===== config.mk =====
export PLATFORM = sky130hd
export DESIGN_NAME = pkss_front
export DESIGN_NICKNAME = d
export VERILOG_FILES = /design/src/rtl/core/pkss_pkg.sv /design/src/rtl/core/pkss_front.sv
export SDC_FILE = /design/constraint.sdc
export NUM_CORES = 1
export LEC_CHECK = 0
export CAP_MARGIN = 20
export CORE_AREA = 2 2 93 95
export CTS_CLUSTER_DIAMETER = 120
export DETAILED_ROUTE_END_ITERATION = 6
export DIE_AREA = 0 0 95 97
export DONT_BUFFER_PORTS = 1
export PLACE_DENSITY = 0.65
export SYNTH_ARGS = -nofsm -noshare
export SYNTH_HDL_FRONTEND = slang
export SYNTH_SLANG_ARGS = --single-unit

===== constraint.sdc =====
create_clock -name clk -period 6.55 [get_ports clk]
set_input_delay 0.9825 -clock clk [delete_from_list [all_inputs] [get_ports clk]]
set_output_delay 0.9825 -clock clk [all_outputs]
set_load 0.005 [all_outputs]

===== src/rtl/core/pkss_pkg.sv =====
// Package for the per-key sample statistics block: sizes, command codes,
// item types and the queue entry. No dependencies.
package pkss_pkg;

    localparam int NUM_KEYS    = 64;
    localparam int KEY_W       = 6;
    localparam int RD_W        = 16;
    localparam int SUM_W       = 48;
    localparam int SQ_W        = 64;
    localparam int CNT_W       = 32;
    localparam int QUEUE_DEPTH = 4;
    localparam int QPTR_W      = $clog2(QUEUE_DEPTH);
    localparam int QCNT_W      = $clog2(QUEUE_DEPTH + 1);
    localparam int DIV_W       = 64;
    localparam int DIVCNT_W    = $clog2(DIV_W);
    localparam int SQRT_STEPS  = 16;
    localparam int SQRTCNT_W   = $clog2(SQRT_STEPS);

    localparam logic [1:0] CMD_SAMPLE = 2'd0;
    localparam logic [1:0] CMD_CLEAR  = 2'd1;
    localparam logic [1:0] CMD_REPORT = 2'd2;

    typedef struct packed {
        logic [1:0]      cmd;
        logic [KEY_W-1:0] key_index;
        logic [RD_W-1:0] reading;
        logic            frame_end;
    } req_t;

    typedef struct packed {
        logic [15:0]      rep_min;
        logic [15:0]      rep_max;
        logic [15:0]      rep_diff;
        logic [15:0]      rep_stddev;
        logic [CNT_W-1:0] rep_count;
    } rsp_t;

    typedef enum logic [1:0] {
        OP_SAMPLE,
        OP_CLEAR,
        OP_REPORT
    } op_t;

    typedef struct packed {
        op_t              op;
        logic [KEY_W-1:0] key_index;
        logic [RD_W-1:0]  reading;
        logic             frame_end;
    } work_t;

endpackage


===== src/rtl/core/pkss_front.sv =====
// Front end: accepts request items, decodes the command and queues work.
// Depends on pkss_pkg.
module pkss_front (
    input  logic           clk,
    input  logic           rst_n,
    input  logic           req_valid,
    output logic           req_ready,
    input  pkss_pkg::req_t req,
    output logic           work_valid,
    input  logic           work_ready,
    output pkss_pkg::work_t work
);

    pkss_pkg::work_t                   queue_reg [pkss_pkg::QUEUE_DEPTH];
    logic [pkss_pkg::QPTR_W-1:0]       wr_ptr_reg;
    logic [pkss_pkg::QPTR_W-1:0]       rd_ptr_reg;
    logic [pkss_pkg::QCNT_W-1:0]       cnt_reg;
    pkss_pkg::work_t                   entry_next;
    logic                              known;
    logic                              push;
    logic                              pop;

    always_comb
    begin
        entry_next.key_index = req.key_index;
        entry_next.reading   = req.reading;
        entry_next.frame_end = req.frame_end;
        known                = 1'b1;
        case (req.cmd)
            pkss_pkg::CMD_SAMPLE: entry_next.op = pkss_pkg::OP_SAMPLE;
            pkss_pkg::CMD_CLEAR:  entry_next.op = pkss_pkg::OP_CLEAR;
            pkss_pkg::CMD_REPORT: entry_next.op = pkss_pkg::OP_REPORT;
            default:
            begin
                entry_next.op = pkss_pkg::OP_SAMPLE;
                known         = 1'b0;
            end
        endcase
    end

    assign req_ready  = (cnt_reg != pkss_pkg::QCNT_W'(pkss_pkg::QUEUE_DEPTH));
    assign push       = req_valid && req_ready && known;
    assign work_valid = (cnt_reg != '0);
    assign pop        = work_valid && work_ready;
    assign work       = queue_reg[rd_ptr_reg];

    always_ff @(posedge clk)
    begin
        if (push)
        begin
            queue_reg[wr_ptr_reg] <= entry_next;
        end
    end

    always_ff @(posedge clk or negedge rst_n)
    begin
        if (!rst_n)
        begin
            wr_ptr_reg <= '0;
            rd_ptr_reg <= '0;
            cnt_reg    <= '0;
        end
        else
        begin
            if (push)
            begin
                wr_ptr_reg <= wr_ptr_reg + 1'b1;
            end
            if (pop)
            begin
                rd_ptr_reg <= rd_ptr_reg + 1'b1;
            end
            if (push && !pop)
            begin
                cnt_reg <= cnt_reg + 1'b1;
            end
            else if (pop && !push)
            begin
                cnt_reg <= cnt_reg - 1'b1;
            end
        end
    end

endmodule


==> results.yml, run 1 <==
cells_and_area:
  largest_register_ffs: 100
  synthToLayoutAreaGrowth_pct: 6.81
  fin_nets: 209
  drive_above_1_share_pct: 25.7
  n_antenna_cell: 0
synth:
  synthDistinctLibCells: 22
  yosys_register_bits: 107
  synth_nets: 204
  syn_area_per_cell_sq_um: 23.9
  yosysWarnings: 0
  synth_most_common_cell: "edfxtp_1"
  netlist_top_cells_count: "edfxtp_1, mux4_2, dfrtp_1"
  synth_top_area_cell: "edfxtp_1"
  synthTopCellsByArea: "edfxtp_1, mux4_2, dfrtp_1"
  synth.cell_area_sq_mm: 0.00404
  syn_inst: 169
  ys.flop_type: "edfxtp_1"
  synth_edf_count: 100
  synth_top_area_share_pct: 74.3
  yosysSeqAreaShare_pct: 78.7
  async_flop_share_pct: 6.54
sta:
  finalHoldViolCount: 0
  tightest_slew_ns: 0.929
  skew_ns: 0.0103
  timing.fmax_mhz: 337
  layout_min_cycle_time_ns: 2.97
  setup_viol: 0
  rsz0062_at_grt: "no"
  finalCritPeriodShare_pct: 45.3
  setup_tns_ns: 0
  relSlewSlack_pct: 38.1
  slew_violations: 0
clock_network:
  htreeDepth: 3
  clk_pin_slew_ns: 0.09
  root_buffer: "clkbuf_8"
  cts_buffers: 9
  max-clock-path-buffers: 2
  ctsHoldBuffers: 0
  cts_setup_buffers: 0
  cts.repair.resized: 0
  clk_latency_ns: 0.36
  cts_tree: "built"
  clock_sinks: 107
floorplan:
  row_count: 33
  die_x_um: 95
  dieArea_sq_mm: 0.00922
  io_pins: 56
  core_sq_mm: 0.00813
  die_h_um: 97
  initial_utilization_pct: 49.7
setup_path:
  startpoint_type: "register"
  slowest_stage: "dfrtp_2"
  critPathKind: "reg2out"
  crit_path_max_incr_delay_ns: 0.99
  critPathRequiredTime_ns: 5.57
  worstPathCellList: "mux4_2"
  rrSetupSlack_ns: 4.28
  worstPathArrival_ns: 1.99
  cp_num_buf_inv: 0
  cp_top_family: "flip-flops"
  worst-path-max-fanout: 27
  worstSetupEndpointType: "primary output"
detailed_routing:
  drc: 0
  drt_first_iter_violations: 58
  ant_nets: 0
  vias_per_cell: 5.66
  wl_um: 6450
  wl_per_cell_um: 22.7
  first_pass_iters: 4
  vias: 1607
global_route:
  overflow: 0
  grt_usage_pct: 15.5
  grt_pass1_wl_um: 10100
  antenna_found_initial: 0
  grt_max_degree: 28
  grt_pass1_vias: 1832
run:
  drv_cap: 0
placed_design:
  io_buffers: 0
  post-dp-hpwl_um: 4020
  gp_congestion: 0.815
power:
  irDropWorstVdd_v: 0.000297
  total_power_mw: 1.72
  p_leak_nw: 1.37
  p_per_area_mw_per_mm2: 399
outcome:
  status: "completed"
worst_hold_path:
  hp-class: "in2async"
==> cells in the final DEF, fill, tap and decap left out, types with 2 or more instances in the layout <==
| cell | synthesis | layout |
|---|---|---|
| and2_2 | 4 | 4 |
| clkbuf_1 | 0 | 2 |
| clkbuf_8 | 0 | 9 |
| clkinv_1 | 0 | 2 |
| dfrtp_1 | 7 | 6 |
| edfxtp_1 | 100 | 100 |
| ha_1 | 5 | 5 |
| inv_1 | 3 | 3 |
| mux4_2 | 25 | 25 |
| nand2_1 | 2 | 2 |
| nor2b_1 | 2 | 2 |
| xnor2_1 | 4 | 4 |
| xor2_1 | 2 | 2 |
==> final timing paths <==
check,cells past startpoint,from,to
setup / recovery,1,rd_ptr_reg[0],work[15]
hold / removal,0,rst_n,cnt_reg[2]
setup reg to reg,6,cnt_reg[0],cnt_reg[1]
hold reg to reg,1,cnt_reg[2],cnt_reg[2]
max in group asynchronous,0,rst_n,wr_ptr_reg[1]
min in group clk,1,cnt_reg[2],cnt_reg[2]
==> layer usage <==
layer,track usage [%],up-vias,wire length (um)
met5,0,-,0
met4,4.68,0,72
li1,-,696,-
met3,6.07,7,476
met1,17.7,854,2490
met2,26.7,50,3410
==> power breakdown <==
part           internal, mW  switching (mW)
logic                 0.221           0.175
clock network         0.137           0.206
registers             0.877           0.105
total                  1.24           0.486
==> cell type report <==
cell class | count | area, sq um
Inverter | 3 | 11.3
Sequential cell | 107 | 3180
Tap cell | 105 | 131
Timing Repair Buffer | 1 | 27.5
Clock inverter | 5 | 28.8
Clock buffer | 11 | 131
Fill cell | 603 | 3820
Multi-Input combinational cell | 52 | 806
==> stage by stage <==
stage	worst slack [ns]	hold WS (ns)	util [%]	instance area [sq um]	instances
finish	3.58	0.307	53.1	4320	284
global route	3.40	0.278	53.1	4320	284
CTS	3.49	0.291	53.1	4320	284
detailed placement	3.90	0.478	51.1	4160	268
global placement	3.93	0.463	50.7	4130	267
floorplan	4.20	0.446	-	4040	169
==> logic make-up after synthesis <==
group	count (synthesis)	synth area share (%)
buffers and inverters	10	1.39
adder cells (fa/ha/maj)	6	2.04
AND/OR/NAND/NOR	13	2.01
multiplexers	27	14.6
XOR/XNOR	6	1.30
flip-flops	107	78.7
Note: power is estimated with default switching activity, not from simulation.
==> inputs of run 2 (changes only) <==
==> constraint.sdc (replaced) <==
create_clock -name clk -period 2.75 [get_ports clk]
set_input_delay 0.4125 -clock clk [delete_from_list [all_inputs] [get_ports clk]]
set_output_delay 0.4125 -clock clk [all_outputs]
set_load 0.005 [all_outputs]
==> results.yml, run 2 (synthesized netlist as in run 1, its figures left out) <==
sta:
  skew_ns: 0.00872
  finalCritPeriodShare_pct: 83.7
  layout_min_cycle_time_ns: 2.30
  timing.fmax_mhz: 434
  tightest_slew_ns: 0.699
  setup_viol: 0
  relSlewSlack_pct: 53.4
  setup_tns_ns: 0
  finalHoldViolCount: 0
  slew_violations: 0
  rsz0062_at_grt: "no"
clock_network:
  htreeDepth: 3
  clk_pin_slew_ns: 0.10
  root_buffer: "clkbuf_8"
  cts_tree: "built"
  cts_buffers: 9
  max-clock-path-buffers: 2
  clock_sinks: 107
  clk_latency_ns: 0.36
  cts_setup_buffers: 0
  cts.repair.resized: 0
detailed_routing:
  wl_um: 6560
  first_pass_iters: 5
  ant_nets: 0
  vias: 1602
  wl_per_cell_um: 22.9
  drt_first_iter_violations: 99
  drc: 0
  vias_per_cell: 5.60
global_route:
  grt_pass1_wl_um: 10200
  overflow: 0
  grt_pass1_vias: 1782
  grt_usage_pct: 15.6
  antenna_found_initial: 0
  grt_max_degree: 26
worst_hold_path:
  hp-class: "in2reg"
  min-delay-start: "req[16]"
setup_path:
  slowest_stage: "or3_2"
  worstSetupEndpointType: "register"
  rr_startpoint: "cnt_reg[1]"
  critPathKind: "reg2reg"
  worstPathArrival_ns: 2.59
  worst-path-max-fanout: 4
  worstSetupStartpoint: "cnt_reg[1]"
  cp_top_family: "simple AND/OR/NAND/NOR gates"
  critPathRequiredTime_ns: 3.04
  rrSetupSlack_ns: 0.45
  worstPathCellList: "or3_2, nand2_1, ha_1, inv_1, fa_1, xor2_1, nor2_1, xor2_1"
  cp_num_buf_inv: 1
  crit_path_max_incr_delay_ns: 0.55
  startpoint_type: "register"
  cpMostUsedCell: "xor2_1"
floorplan:
  die_x_um: 95
  die_h_um: 97
  io_pins: 56
  core_sq_mm: 0.00813
  dieArea_sq_mm: 0.00922
  row_count: 33
  initial_utilization_pct: 49.7
power:
  p_per_area_mw_per_mm2: 955
  netSwitchingFraction_pct: 28.9
  combPwrFrac_pct: 24.4
  power_frac_seq_pct: 55.2
  clock_power_share_pct: 20.4
  irDropWorstVdd_v: 0.000563
  p_leak_nw: 1.38
  p_int_mw: 2.95
  p_sw_mw: 1.20
outcome:
  status: "completed"
placed_design:
  io_buffers: 0
  post-dp-hpwl_um: 4170
  dpl-instance-area_sq_mm: 0.00416
  gp_congestion: 0.705
cells_and_area:
  synthToLayoutAreaGrowth_pct: 7.46
  multi_input_comb_area_sq_um: 806
  fin_nets: 211
  fin_area_sq_mm: 0.00434
  final_common_cell: "edfxtp_1"
  drive_above_1_share_pct: 27.6
  regArea_sq_mm: 0.00318
  final_cell_mix: "edfxtp_1, mux4_2, clkbuf_8, dfrtp_1, ha_1"
  n_antenna_cell: 0
  largest_register_ffs: 100
  fillers: 610
run:
  drv_cap: 0
[run 2: changes by cell type in the layout (fill, tap and decap cells not counted)]
cell,delta
buf_16,-1
buf_4,+1
buf_12,+1
clkinv_1,-1
clkinv_2,-1
clkinvlp_4,+2
clkinv_4,+2
clkbuf_1,-2
dlygate4sd3_1,+1
[run 2: final timing paths]
check	depth (start not counted)	end
max reg2reg	8	cnt_reg[2]
max	8	cnt_reg[2]
min	0	queue_reg[1][16]
max in group asynchronous	1	rd_ptr_reg[0]
min reg2reg	1	cnt_reg[2]
min in group asynchronous	1	wr_ptr_reg[0]
[run 2: timing repair]
action / CTS / global route
hold buffers: 1 / 0
hold endpoints to repair: 7 / 0
setup endpoints to repair: 0 / 0
[run 2: power by group through the flow]
stage          combinational [mW]  clock, mW  sequential (mW)
3_5_place_dp                 1.04          0             2.34
6_report                     1.01      0.847             2.29
2_1_floorplan               0.907          0             2.18
4_1_cts                      1.04      0.868             2.30
3_3_place_gp                 1.00          0             2.30
5_1_grt                      1.12      0.924             2.33
[run 2: final cells by class]
cell class	count	area share, %
Tap cell	105	3.03
Timing Repair Buffer	3	0.865
Multi-Input combinational cell	52	18.6
Clock inverter	7	1.21
Inverter	3	0.259
Clock buffer	9	2.85
Sequential cell	107	73.2
[run 2: worst reg2reg max path, stage by stage (launching register included)]
cell     delay [ns]
dfrtp_1        0.44
or3_2          0.55
nand2_1        0.15
ha_1           0.21
inv_1          0.06
fa_1           0.40
xor2_1         0.17
nor2_1         0.11
xor2_1         0.15
[run 2: per-stage QoR]
stage | util (%) | cells | hold WS (ns) | setup slack, ns | total power, mW
after floorplan | - | 169 | 0.117 | 0.616 | 3.09
after global routing | 53.4 | 286 | 0.118 | 0.324 | 4.38
after CTS | 53.4 | 286 | 0.127 | 0.420 | 4.21
after global placement | 51.1 | 269 | 0.117 | 0.600 | 3.30
after detailed placement | 51.1 | 269 | 0.117 | 0.457 | 3.37
final | 53.4 | 286 | 0.141 | 0.448 | 4.15
[run 2: per-layer routing]
layer  part of all wire, %  track usage (%)
met1                    39             19.1
met2                    53             25.9
met3                   6.5             4.60
met4                   1.4             6.02
met5                     0                0
